File: src/design/okt_pkg.sv
// Types, widths and command codes of the ordered key table.
`default_nettype none

package okt_pkg;

    localparam int OKT_DEPTH   = 16;
    localparam int KEY_W       = 16;
    localparam int PAYLOAD_W   = 32;
    localparam int COUNT_W     = 5;

    typedef enum logic [1:0] {
        CMD_APPEND = 2'd0,
        CMD_FIND   = 2'd1,
        CMD_REMOVE = 2'd2
    } okt_cmd_t;

    // Broadcast from the control logic to every cell.
    typedef struct packed {
        logic                 do_append;
        logic                 do_remove;
        logic [KEY_W-1:0]     key;
        logic [PAYLOAD_W-1:0] payload;
    } okt_ctrl_t;

    // Passed from cell to cell: whether an earlier cell matched, and its entry.
    typedef struct packed {
        logic                 hit;
        logic [KEY_W-1:0]     key;
        logic [PAYLOAD_W-1:0] payload;
    } okt_chain_t;

endpackage

`default_nettype wire

File: src/design/okt_cell.sv
// One table slot: holds an entry, compares it, and shifts or loads it.
`default_nettype none

module okt_cell
    import okt_pkg::*;
(
    input  wire logic                 clk,
    input  wire okt_ctrl_t            ctrl,
    input  wire logic                 occupied,
    input  wire logic                 at_tail,
    input  wire okt_chain_t           chain_in,
    output okt_chain_t                chain_out,
    input  wire logic [KEY_W-1:0]     next_key,
    input  wire logic [PAYLOAD_W-1:0] next_payload,
    output logic [KEY_W-1:0]          key,
    output logic [PAYLOAD_W-1:0]      payload
);

    logic [KEY_W-1:0]     key_reg;
    logic [KEY_W-1:0]     key_next;
    logic [PAYLOAD_W-1:0] payload_reg;
    logic [PAYLOAD_W-1:0] payload_next;
    logic                 match;
    logic                 hit_here;

    assign match    = occupied && (key_reg == ctrl.key);
    assign hit_here = match && !chain_in.hit;

    always_comb
    begin
        chain_out.hit     = chain_in.hit || match;
        chain_out.key     = hit_here ? key_reg : chain_in.key;
        chain_out.payload = hit_here ? payload_reg : chain_in.payload;
    end

    // An append loads the tail slot; a removal pulls every slot at or after the first match from its neighbour.
    always_comb
    begin
        key_next     = key_reg;
        payload_next = payload_reg;
        if (ctrl.do_append && at_tail)
        begin
            key_next     = ctrl.key;
            payload_next = ctrl.payload;
        end
        else if (ctrl.do_remove && chain_out.hit)
        begin
            key_next     = next_key;
            payload_next = next_payload;
        end
    end

    always_ff @(posedge clk)
    begin
        key_reg     <= key_next;
        payload_reg <= payload_next;
    end

    assign key     = key_reg;
    assign payload = payload_reg;

endmodule

`default_nettype wire

File: config.mk
export PLATFORM = sky130hd
export DESIGN_NAME = okt_cell
export DESIGN_NICKNAME = d
export VERILOG_FILES = /design/src/design/okt_pkg.sv /design/src/design/okt_cell.sv
export SDC_FILE = /design/constraint.sdc
export NUM_CORES = 1
export LEC_CHECK = 0
export ABC_CLOCK_PERIOD_IN_PS = 5350
export BUFFER_PORTS_ARGS = -buffer_cell sky130_fd_sc_hd__buf_2
export CAP_MARGIN = 20
export CORE_AREA = 4 4 94 96
export DETAILED_ROUTE_END_ITERATION = 7
export DIE_AREA = 0 0 98 100
export PLACE_DENSITY = 0.74
export SETUP_SLACK_MARGIN = 0.1
export SLEW_MARGIN = 20
export SYNTH_ARGS = -nofsm -noshare
export SYNTH_HDL_FRONTEND = slang
export SYNTH_SLANG_ARGS = --single-unit
export TNS_END_PERCENT = 30
File: constraint.sdc
create_clock -name clk -period 5.35 [get_ports clk]
set_input_delay 0.8025 -clock clk [delete_from_list [all_inputs] [get_ports clk]]
set_output_delay 0.8025 -clock clk [all_outputs]
set_load 0.01 [all_outputs]
# After elaboration in Yosys (flattened, before gate mapping)
# Index checks and enable logic that the tools add are counted.
totals:
  register_bits: 48
  inputBits: 150
  output_inout_bits: 97
  wordCells: 16
op_classes:
  n_eq_ne: 1
  mux: 6
  n_reduce_logical: 7
ops:
  columns: ["operator", "n"]
  rows:
  - ["two-way mux 32 bit", 3]
  - ["two-way mux 16 bit", 3]
  - ["== test 16 bit", 1]
  - ["logical AND 1 bit", 4]
  - ["nonzero test 2 bit", 1]
  - ["zero test 1 bit", 1]
  - ["logical OR 1 bit", 1]

# Depth between registers and ports, before layout
# Gate-level depths: netlist (run 1).
depth:
  depth_word: 6
  depth_mapped: 7
  mapped_depth_nobuf: 5

# Least setup slack after synthesis (run 1)
# OpenSTA, ideal clock, no wires.
synth_timing:
  path_kind: "input-to-reg"
  start: "in ctrl[32] (netlist bit)"
  end: "reg key_reg[0] (netlist: key[0]), enable pin"
  setup_ps: 469
  arrival_ps: 4065
  required_time_ps: 4881
  setup_slack_ps: 815
  stages: 5
  path_buffers: 0
  path_cell_list: "xor2_1 nor4_1 nand3_1 or3_1 a21oi_1"
synth_between:
  elab_chain_cells: 5
synth_lines:
  columns: ["element", "line_no", "text"]
  rows:
  - ["start: declaration", "okt_cell.sv:8", "input wire okt_ctrl_t ctrl,"]
  - ["== test 16 bit", "okt_cell.sv:26", "assign match = occupied && (key_reg == ctrl.key);"]
  - ["logical AND 1 bit", "okt_cell.sv:26", null]
  - ["logical OR 1 bit", "okt_cell.sv:31", "chain_out.hit = chain_in.hit || match;"]
  - ["logical AND 1 bit", "okt_cell.sv:46", "else if (ctrl.do_remove && chain_out.hit)"]
  - ["nonzero test 2 bit (no line)", null, null]
  - ["end signal: assignment", "okt_cell.sv:55", "key_reg <= key_next;"]
  - ["end: declaration", "okt_cell.sv:19", "logic [KEY_W-1:0] key_reg;"]
# No other way between the ends.
# A chain may end at the register's enable or synchronous reset.

==> metrics.md, run 1 <==
| Metric | Value |
|---|---|
| Crit path top cell by count | `buf_2` |
| Setup slack, reg-to-reg | `2.36 ns` |
| Vias per cell | `~4.7` |
| RSZ-0062 raised after global routing | `false` |
| Via count | `approximately 2,500` |
| Min-delay src | `ctrl[6]` |
| Ys Warns | `0` |
| Share of layout cells above drive strength 1 | `between 70% and 80%` |
| H-tree levels | `2` |
| Drt drc | `0` |
| Leakage | `a little under 2 nW` |
| Max reg flops | `32` |
| Pins Over Slew Limit | `0` |
| Hold WC Path Type | `primary input to flip-flop` |
| Final Instance Area | `about 4200 um2` |
| Die area | `9800 um2` |
| Register area share after synthesis | `51.2%` |
| Hold Fails Final Rpt | `0` |
| Post-Syn Nets | `approximately 330` |
| Total power | `roughly 0.94 mW` |
| Final Non-Filler Cells | `between 500 and 600` |
| CTS sink count | `between 40 and 50` |
| Port buffer count | `around 250` |
| Die Ht | `100 um` |
| Grt ovf | `0` |
| Placer Congestion | `roughly 0.83` |
| Rel. slew slack | `about half` |
| Die X-Extent | `a little under 100 um` |
| DP Wirelength | `roughly 7000 um` |
| CP delay by family, top | `buffers and inverters` |
| DRT Wirelength | `8590 um` |
| Flops & latches, synth | `48` |
| Post-synth cell types | `18` |
| Critical path buffers and inverters | `3` |
| Area Overhead vs Synth | `50.0%` |
| R2r startpoint | `key[7]$_DFFE_PP_` |
| Setup tns final | `0 ns` |
| Number of DRC markers in iteration 0 | `45` |
| Peak supply drop | `between 0.00009 and 0.0001 V` |
| CTS tree | `done` |
| First-pass GRT wire length | `between 10,000 and 15,000 um` |
| Dpl cells | `526` |
| Slowest stage delay, CP | `about 0.57 ns` |
| Worst-path fanout max | `between 40 and 50` |
| Clock slew at reported path FFs | `approximately 0.090 ns` |
| Routed len/inst | `about 16 um` |
| Antenna Violating Nets Remaining | `0` |
| Fillers | `slightly above 700` |
| Final core occ | `52.5%` |
| Synthesized cell area | `about 2800 um2` |
| Syn_area_per_cell | `15.4 um2` |
| Critical path type | `primary input to primary output` |
| WP data arrival | `just under 3 ns` |
| Max-cap viol count | `0` |
| DR pass1 iterations | `4` |
| Skew final | `approximately 0.0082 ns` |
| Slew at the pin closest to its max-slew limit | `about 0.73 ns` |
| Clock Latency Late Sink | `about 0.29 ns` |
| Max stage delay cell, worst path | `buf_4` |
| Initial core utilization | `35.0%` |
| Total track usage | `~16%` |
| Cts bufs inserted | `5` |
| Crit path time final | `around 3.7 ns` |
| Postcts setup bufs | `0` |
| Resized Gates After CTS | `0` |
| Crit path cell chain | `buf_2 > xor2_1 > nor4_1 > nand3_1 > nor4_4 > buf_4 > mux2_2 > buf_2` |
| Fin nets | `578` |
| Vias in the first global route | `2,651` |
| Final period util | `69.5%` |
| Final setup viols | `0` |
| Fmax | `between 200 and 300 MHz` |
| Std cell rows | `33` |
| CORE AREA | `between 8000 and 9000 um2` |
| Root Driver | `clkbuf_8` |
| Gate Count Post-Synth | `183` |
| Largest net degree at the start of global routing | `between 40 and 50` |
| Initial antenna violation count | `0` |
| Outcome | `finished, final reports clean` |
| CTS Hold Bufs | `0` |
| Pwr dens | `about 220 nW/um2` |
| ANT cells | `0` |
| Ports | `247` |
| Worst setup path start | `ctrl[39]` |
| Worst setup SP type | `primary input` |
| Max Root-Sink Buffers | `2` |
| Crit path capture type | `primary output` |
| Crit path required time | `roughly 4.6 ns` |
| Placed Area | `4140 um2` |
logic make-up (layout without fill, tap and decap cells):
family                    after synthesis  count (layout)  share of synthesized area, %
muxes                                  96              96                          38.4
AOI/OAI and AO/OA                       3               3                         0.533
xor gates and xnor gates               16              16                          4.98
and+or+nand+nor                        10              10                          2.49
buffers and inverters                  10             256                          2.40
DFF                                    48              48                          51.2
cell type report:
cell class | count | area (um2) | area share [%]
well taps | 105 | 131 | 3.11
flip-flops and latches | 48 | 1440 | 34.1
clock buffers | 7 | 76.3 | 1.81
clock inverters | 1 | 3.75 | 0.0889
repair buffers | 248 | 1250 | 29.5
multi-input cells | 125 | 1330 | 31.4
layout by cell type (no fill, tap or decap):
| cell type | n |
|---|---|
| a21oi_4 | 1 |
| xnor2_1 | 5 |
| nand2_1 | 1 |
| xor2_1 | 11 |
| or3_1 | 1 |
| nor3_1 | 1 |
| edfxtp_1 | 48 |
| mux2_1 | 20 |
| nand2b_1 | 1 |
| buf_2 | 246 |
| mux2_2 | 76 |
| clkbuf_8 | 5 |
| nand2_4 | 1 |
| buf_4 | 2 |
| a21oi_1 | 2 |
| clkbuf_1 | 2 |
| nor4_4 | 1 |
| nand3_1 | 1 |
| clkinv_1 | 1 |
| nand4_1 | 1 |
| nor4_1 | 2 |
metal layers:
| metal | GRT usage (%) | up-vias | routed length, um |
|---|---|---|---|
| met5 | 0 | - | 0 |
| met1 | 18.5 | 1151 | 3150 |
| met3 | 4.66 | 13 | 771 |
| met4 | 5.22 | 0 | 135 |
| met2 | 29.9 | 138 | 4530 |
| li1 | - | 1189 | - |
per-stage QoR:
stage	setup WS (ns)	hold WS, ns
final	1.63	0.803
after global routing	1.54	0.784
after CTS	1.63	0.793
after detailed placement	1.63	1.11
after global placement	1.75	1.10
after floorplan	0.815	1.02
worst reg2reg max path, delay by kind of cell (launching register included):
family          cells  cell delay, ns
buf+inv             1            0.47
simple gates        3            0.96
compound gates      1            0.63
xor+xnor            1            0.17
flops               1            0.42
cell usage after synthesis:
cell type	instances	area share, %
mux2_2	76	30
edfxtp_1	48	51
mux2_1	20	8.0
xor2_1	11	3.4
xnor2_1	5	1.6
a21oi_1	3	0.53
buf_6	3	1.2
clkbuf_1	3	0.40
buf_1	2	0.27
buf_4	2	0.53
nand2_1	2	0.27
nor4_1	2	0.44
nand2b_1	1	0.22
nand3_1	1	0.18
nand4_1	1	0.22
nor3_1	1	0.18
nor4_4	1	0.76
or3_1	1	0.22
power breakdown:
part	internal (mW)	leakage [nW]	total [mW]	switching (mW)
clock network	0.0913	0.0399	0.206	0.115
registers	0.467	0.461	0.494	0.0277
logic	0.126	1.44	0.236	0.110
path summary, 6_finish.rpt:
path | to | cells after the start
max | chain_out[37] | 8
min | payload[6]$_DFFE_PP_ | 2
max reg2reg | key[13]$_DFFE_PP_ | 6
min reg2reg | key[9]$_DFFE_PP_ | 4
(Power assumes the default switching activity.)
==> run 2: changes to the inputs <==
--- a/config.mk
+++ b/config.mk
@@ -5,7 +5,7 @@
 export SDC_FILE = /design/constraint.sdc
 export NUM_CORES = 1
 export LEC_CHECK = 0
-export ABC_CLOCK_PERIOD_IN_PS = 5350
+export ABC_CLOCK_PERIOD_IN_PS = 3800
 export BUFFER_PORTS_ARGS = -buffer_cell sky130_fd_sc_hd__buf_2
 export CAP_MARGIN = 20
 export CORE_AREA = 4 4 94 96
==> constraint.sdc (replaced) <==
create_clock -name clk -period 3.8 [get_ports clk]
set_input_delay 0.57 -clock clk [delete_from_list [all_inputs] [get_ports clk]]
set_output_delay 0.57 -clock clk [all_outputs]
set_load 0.01 [all_outputs]
==> run 2 against run 1 <==
Worst hold slack worse by 0.23 ns. Die area unchanged. Non-clock buffer count up 2. Core utilization up 0.28 points. Combinational power up 42%. Largest power group unchanged.
==> metrics.md, run 2 (same netlist as run 1, synthesis figures left out) <==
| Metric | Value |
|---|---|
| Via count | `2,530 (was 2,491)` |
| Die X-Extent | `98 um (unchanged)` |
| Cell depth of the worst flop-to-flop path | `6 (unchanged)` |
| Min-delay src | `ctrl[10] (was ctrl[6])` |
| Initial core utilization | `35.0% (unchanged)` |
| Area Overhead vs Synth | `50.8% (was 50.0%)` |
| CORE AREA | `8050 um2 (unchanged)` |
| Die Ht | `100 um (unchanged)` |
| Pwr dens | `310 nW/um2 (was 222 nW/um2)` |
| R2r startpoint | `key[0]$_DFFE_PP_ (was key[7]$_DFFE_PP_)` |
| Setup tns final | `0 ns (unchanged)` |
| Die area | `9800 um2 (unchanged)` |
| Leakage | `1.95 nW (was 1.94 nW)` |
| CTS tree | `done (unchanged)` |
| Drt drc | `0 (unchanged)` |
| Fin nets | `580 (was 578)` |
| Commonest non-fill, non-tap cell in the layout | `buf_2 (unchanged)` |
| DP Wirelength | `7120 um (was 6970 um)` |
| Pre-CTS setup slack | `0.785 ns (was 1.63 ns)` |
| WHS Path Cells | `2 (unchanged)` |
| Worst setup SP type | `flip-flop (was primary input)` |
| Hold Fails Final Rpt | `0 (unchanged)` |
| First-pass GRT wire length | `13,000 um (was 12,800 um)` |
| Postcts setup bufs | `0 (unchanged)` |
| RSZ-0062 raised after global routing | `false (unchanged)` |
| Final WS setup | `0.717 ns (was 1.63 ns)` |
| Crit path time final | `just over 3 ns` |
| Pins Over Slew Limit | `0 (unchanged)` |
| Outcome | `finished, final reports clean (unchanged)` |
| Largest net degree at the start of global routing | `49 (unchanged)` |
| CTS sink count | `48 (unchanged)` |
| Hold WC Path Type | `primary input to flip-flop (unchanged)` |
| Vias per cell | `4.72 (was 4.66)` |
| Final setup viols | `0 (unchanged)` |
| Max Root-Sink Buffers | `2 (unchanged)` |
| Peak supply drop | `0.000137 V (was 0.0000958 V)` |
| Fmax | `324 MHz` |
| Clock Latency Late Sink | `0.29 ns (about the same)` |
| Slew at the pin closest to its max-slew limit | `0.639 ns (was 0.732 ns)` |
| Std cell rows | `33 (unchanged)` |
| Max-cap viol count | `0 (unchanged)` |
| Crit path capture type | `primary output (unchanged)` |
| Worst setup path start | `key[0]$_DFFE_PP_ (was ctrl[39])` |
| Skew final | `0.00724 ns (was 0.00818 ns)` |
| Most frequent cells in the layout | `buf_2 (246), mux2_2 (76), edfxtp_1 (48) (unchanged)` |
| Critical path type | `flip-flop to primary output (was primary input to primary output)` |
| Antenna Violating Nets Remaining | `0 (unchanged)` |
| CTS Hold Bufs | `0 (unchanged)` |
| Share of layout cells above drive strength 1 | `77.5% (was 77.4%)` |
| Crit path required time | `3.23 ns (was 4.55 ns)` |
| Clock slew at reported path FFs | `0.09 ns (about the same)` |
| DRT Wirelength | `8730 um (was 8590 um)` |
| Ports | `247 (unchanged)` |
| Rel. slew slack | `57.4% (was 51.1%)` |
| Resized Gates After CTS | `0 (unchanged)` |
| H-tree levels | `2 (unchanged)` |
| Grt ovf | `0 (unchanged)` |
| WP data arrival | `2.51 ns (was 2.91 ns)` |
| Total track usage | `16.5% (was 16.4%)` |
| Initial antenna violation count | `0 (unchanged)` |
| Vias in the first global route | `2,621 (was 2,651)` |
| Worst-path fanout max | `28 (was 48)` |
| Max reg flops | `32 (unchanged)` |
| Root Driver | `clkbuf_8 (unchanged)` |
| Number of DRC markers in iteration 0 | `53 (was 45)` |
| Cts bufs inserted | `5 (unchanged)` |
| Port buffer count | `246 (unchanged)` |
| Final period util | `between 80% and 90%` |
| Final core occ | `52.7% (was 52.5%)` |
| Placer Congestion | `0.808 (was 0.828)` |
| ANT cells | `0 (unchanged)` |
| Routed len/inst | `16.3 um (was 16.1 um)` |
| DR pass1 iterations | `4 (unchanged)` |
run 2: cell types whose count changed in the layout (fill, tap and decap cells not counted):
cell,change
buf_4,+1
buf_12,+1
nand2_2,+1
nand2_4,-1
run 2: worst paths after layout:
check,end,slack [ns]
setup / recovery,chain_out[19],0.72
hold / removal,payload[10]$_DFFE_PP_,0.57
setup reg to reg,payload[16]$_DFFE_PP_,1.21
hold reg to reg,key[12]$_DFFE_PP_,1.45
run 2: layout make-up:
class | instances | area, um2
timing repair buffer | 250 | 1270
sequential | 48 | 1440
multi-input combinational | 125 | 1320
clock buffer | 7 | 76.3
fill | 730 | 3800
clock inverter | 1 | 3.75
tap | 105 | 131
run 2: where the power goes:
part / switching (mW) / total, mW / internal [mW]
clock: 0.159 / 0.288 / 0.129
combinational: 0.155 / 0.334 / 0.179
sequential: 0.0387 / 0.696 / 0.657
run 2: critical path, cell delays in order (launching register included):
cell      delay [ns]
edfxtp_1        0.42
xor2_1          0.16
nor4_1          0.35
nand3_1         0.19
nor4_4          0.18
buf_4           0.38
mux2_1          0.38
buf_2           0.15
run 2: metal layers:
layer  vias up  GRT usage, %  wire length, um
met1      1197          17.1             3100
met4         0          3.09               53
met5         -             0                0
li1       1195             -                -
met2       132          32.8             4780
met3         6          4.86              788
run 2: through the flow:
stage	hold WS, ns	cells	area [um2]	power (mW)
after floorplan	0.790	183	2820	0.855
after global routing	0.561	536	4250	1.39
after global placement	0.871	527	4150	1.03
after CTS	0.562	536	4250	1.34
final	0.574	536	4250	1.32
after detailed placement	0.876	528	4170	1.04
==> run 3: changes to the inputs <==
--- a/config.mk
+++ b/config.mk
@@ -5,13 +5,13 @@
 export SDC_FILE = /design/constraint.sdc
 export NUM_CORES = 1
 export LEC_CHECK = 0
-export ABC_CLOCK_PERIOD_IN_PS = 3800
+export ABC_CLOCK_PERIOD_IN_PS = 2670
 export BUFFER_PORTS_ARGS = -buffer_cell sky130_fd_sc_hd__buf_2
 export CAP_MARGIN = 20
-export CORE_AREA = 4 4 94 96
+export CORE_MARGIN = 4
+export CORE_UTILIZATION = 35
 export DETAILED_ROUTE_END_ITERATION = 7
-export DIE_AREA = 0 0 98 100
-export PLACE_DENSITY = 0.74
+export PLACE_DENSITY = 0.76
 export SETUP_SLACK_MARGIN = 0.1
 export SLEW_MARGIN = 20
 export SYNTH_ARGS = -nofsm -noshare
==> constraint.sdc (replaced) <==
create_clock -name clk -period 2.67 [get_ports clk]
set_input_delay 0.4005 -clock clk [delete_from_list [all_inputs] [get_ports clk]]
set_output_delay 0.4005 -clock clk [all_outputs]
set_load 0.01 [all_outputs]
==> run 3 against run 2 <==
The flow now finishes with violations (setup timing). Sequential share of layout area fell by 4.3 points. Clock power grew 50%. Via count up 3.2%. Die area is 2.6% lower. Combinational power rose by 69%. First-iteration DRC count grew 21%. Wire length up 15%. Critical path type unchanged. Largest cell class is now non-clock buffers.
==> metrics.md, run 3 (same netlist as run 1, synthesis figures left out) <==
| Metric | Value |
|---|---|
| Share of layout cells above drive strength 1 | `81.8% (was 77.5%)` |
| Placed Area | `4210 um2 (was 4170 um2)` |
| Final WS setup | `-0.172 ns (was 0.717 ns)` |
| Final Instance Area | `4850 um2 (was 4250 um2)` |
| RSZ-0062 raised after global routing | `true (was false)` |
| DRT Wirelength | `10,000 um (was 8730 um)` |
| Via count | `2,611 (was 2,530)` |
| Hold WC Path Type | `primary input to flip-flop (unchanged)` |
| Max Root-Sink Buffers | `2 (unchanged)` |
| Combinational fraction of design power | `28.4% (was 25.4%)` |
| DR pass1 iterations | `4 (unchanged)` |
| P_sw | `0.547 mW (was 0.353 mW)` |
| Area Overhead vs Synth | `72.4% (was 50.8%)` |
| Violated checks | `setup timing` |
| Peak supply drop | `0.000213 V (was 0.000137 V)` |
| Grt ovf | `0 (unchanged)` |
| Clock slew at reported path FFs | `0.10 ns (was 0.09 ns)` |
| Worst-path fanout max | `12 (was 28)` |
| Std cell rows | `32 (was 33)` |
| R2r startpoint | `key[7]$_DFFE_PP_ (was key[0]$_DFFE_PP_)` |
| Die area | `9540 um2 (was 9800 um2)` |
| Dpl cells | `525 (was 528)` |
| First-pass GRT wire length | `12,800 um (was 13,000 um)` |
| Die Ht | `97.7 um (was 100 um)` |
| Register Area | `1440 um2 (unchanged)` |
| Crit path capture type | `primary output (unchanged)` |
| Worst setup path start | `key[7]$_DFFE_PP_ (was key[0]$_DFFE_PP_)` |
| Crit path required time | `2.27 ns (was 3.23 ns)` |
| Most frequent cells in the layout | `buf_2 (208), mux2_2 (52), edfxtp_1 (48) (was buf_2 (246), mux2_2 (76), edfxtp_1 (48))` |
| CTS tree | `done (unchanged)` |
| Fillers | `593 (was 730)` |
| Worst setup SP type | `flip-flop (unchanged)` |
| Min-delay src | `ctrl[2] (was ctrl[10])` |
| Pins Over Slew Limit | `0 (unchanged)` |
| WP data arrival | `2.44 ns (was 2.51 ns)` |
| CORE AREA | `7770 um2 (was 8050 um2)` |
| P_int | `1.44 mW (was 0.965 mW)` |
| Sw Share | `27.5% (was 26.8%)` |
| Max reg flops | `32 (unchanged)` |
| Slew at the pin closest to its max-slew limit | `0.532 ns (was 0.639 ns)` |
| Final setup viols | `48 (was 0)` |
| Cts bufs inserted | `5 (unchanged)` |
| Final Non-Filler Cells | `547 (was 536)` |
| Setup tns final | `-5.58 ns (was 0 ns)` |
| Pwr dens | `409 nW/um2 (was 310 nW/um2)` |
| Antenna Violating Nets Remaining | `0 (unchanged)` |
| Setup slack, reg-to-reg | `0.29 ns (was 1.21 ns)` |
| Hold WS | `0.396 ns (was 0.574 ns)` |
| Critical path type | `flip-flop to primary output (unchanged)` |
| Drt drc | `0 (unchanged)` |
| Die X-Extent | `97.7 um (was 98 um)` |
| Clock Latency Late Sink | `0.30 ns (was 0.29 ns)` |
| Crit path time final | `about 2.8 ns` |
| Vias in the first global route | `2,657 (was 2,621)` |
| Routed len/inst | `18.4 um (was 16.3 um)` |
| Skew final | `0.0104 ns (was 0.00724 ns)` |
| Largest net degree at the start of global routing | `49 (unchanged)` |
| Leakage | `2.25 nW (was 1.95 nW)` |
| Fmax | `around 350 MHz` |
| Reg power frac | `49.9% (was 52.8%)` |
| Area occupied by multi-input gates | `1470 um2 (was 1320 um2)` |
| Hold Fails Final Rpt | `0 (unchanged)` |
| H-tree levels | `2 (unchanged)` |
| Placer Congestion | `0.815 (was 0.808)` |
| Vias per cell | `4.77 (was 4.72)` |
| Root Driver | `clkbuf_8 (unchanged)` |
| Ports | `247 (unchanged)` |
| Total track usage | `16.5% (about the same)` |
| Outcome | `finished with violations (was finished, final reports clean)` |
| DP Wirelength | `6910 um (was 7120 um)` |
| ANT cells | `0 (unchanged)` |
| CTS sink count | `48 (unchanged)` |
| Port buffer count | `246 (unchanged)` |
| Fin nets | `594 (was 580)` |
| Max-cap viol count | `0 (unchanged)` |
| Number of DRC markers in iteration 0 | `64 (was 53)` |
| Initial core utilization | `36.2% (was 35.0%)` |
| Final period util | `106%` |
| Clk network pwr share | `21.7% (was 21.8%)` |
| Rel. slew slack | `64.4% (was 57.4%)` |
| Initial antenna violation count | `0 (unchanged)` |
| Commonest non-fill, non-tap cell in the layout | `buf_2 (unchanged)` |
| Final core occ | `62.5% (was 52.7%)` |
## run 3: per-stage QoR
stage          total power [mW]  worst slack (ns)
2_1_floorplan              1.22            0.0186
6_report                   1.99            -0.172
3_3_place_gp               1.48            0.0329
3_5_place_dp               1.50           0.00515
4_1_cts                    1.93            -0.218
5_1_grt                    2.09            -0.290
## run 3: path summary, 6_finish.rpt
| kind | cells past startpoint | to |
|---|---|---|
| setup / recovery | 8 | chain_out[6] |
| hold / removal | 2 | payload[2]$_DFFE_PP_ |
| setup reg to reg | 7 | key[1]$_DFFE_PP_ |
| hold reg to reg | 5 | payload[2]$_DFFE_PP_ |
## run 3: layer usage
metal | wire length [um] | GRT usage [%] | share of wire [%] | up-vias
li1 | - | - | - | 1226
met1 | 3750 | 17.2 | 37 | 1230
met2 | 5350 | 32.2 | 53 | 147
met3 | 867 | 5.38 | 8.6 | 8
met4 | 85 | 2.88 | 0.85 | 0
met5 | 0 | 0 | 0 | -
## run 3: final cells by class
type,count,area share [%]
Clock inverter,3,0.387
Sequential cell,48,29.7
Timing Repair Buffer,264,35.7
Multi-Input combinational cell,125,30.2
Tap cell,102,2.63
Clock buffer,5,1.42
## run 3: critical path: stages, from the launching register on
cell	delay (ns)
edfxtp_1	0.43
xor2_1	0.18
nor4_2	0.30
nand3_1	0.17
nor4_4	0.21
buf_4	0.19
clkbuf_16	0.18
mux2_2	0.36
buf_6	0.13
## run 3: power by group through the flow
| stage | Combinational [mW] | Clock [mW] | Sequential [mW] |
|---|---|---|---|
| after floorplan | 0.177 | 0 | 1.04 |
| after global placement | 0.480 | 0 | 1.00 |
| after detailed placement | 0.490 | 0 | 1.01 |
| after CTS | 0.492 | 0.445 | 0.990 |
| after global routing | 0.608 | 0.479 | 1.00 |
| final | 0.565 | 0.431 | 0.992 |
## run 3: what timing repair did
item,in CTS,in global routing
setup endpoints to repair,48,48
buffers inserted,0,9
hold buffers,0,0
cloned,0,5
pin swaps,0,1
gates resized for setup,0,83
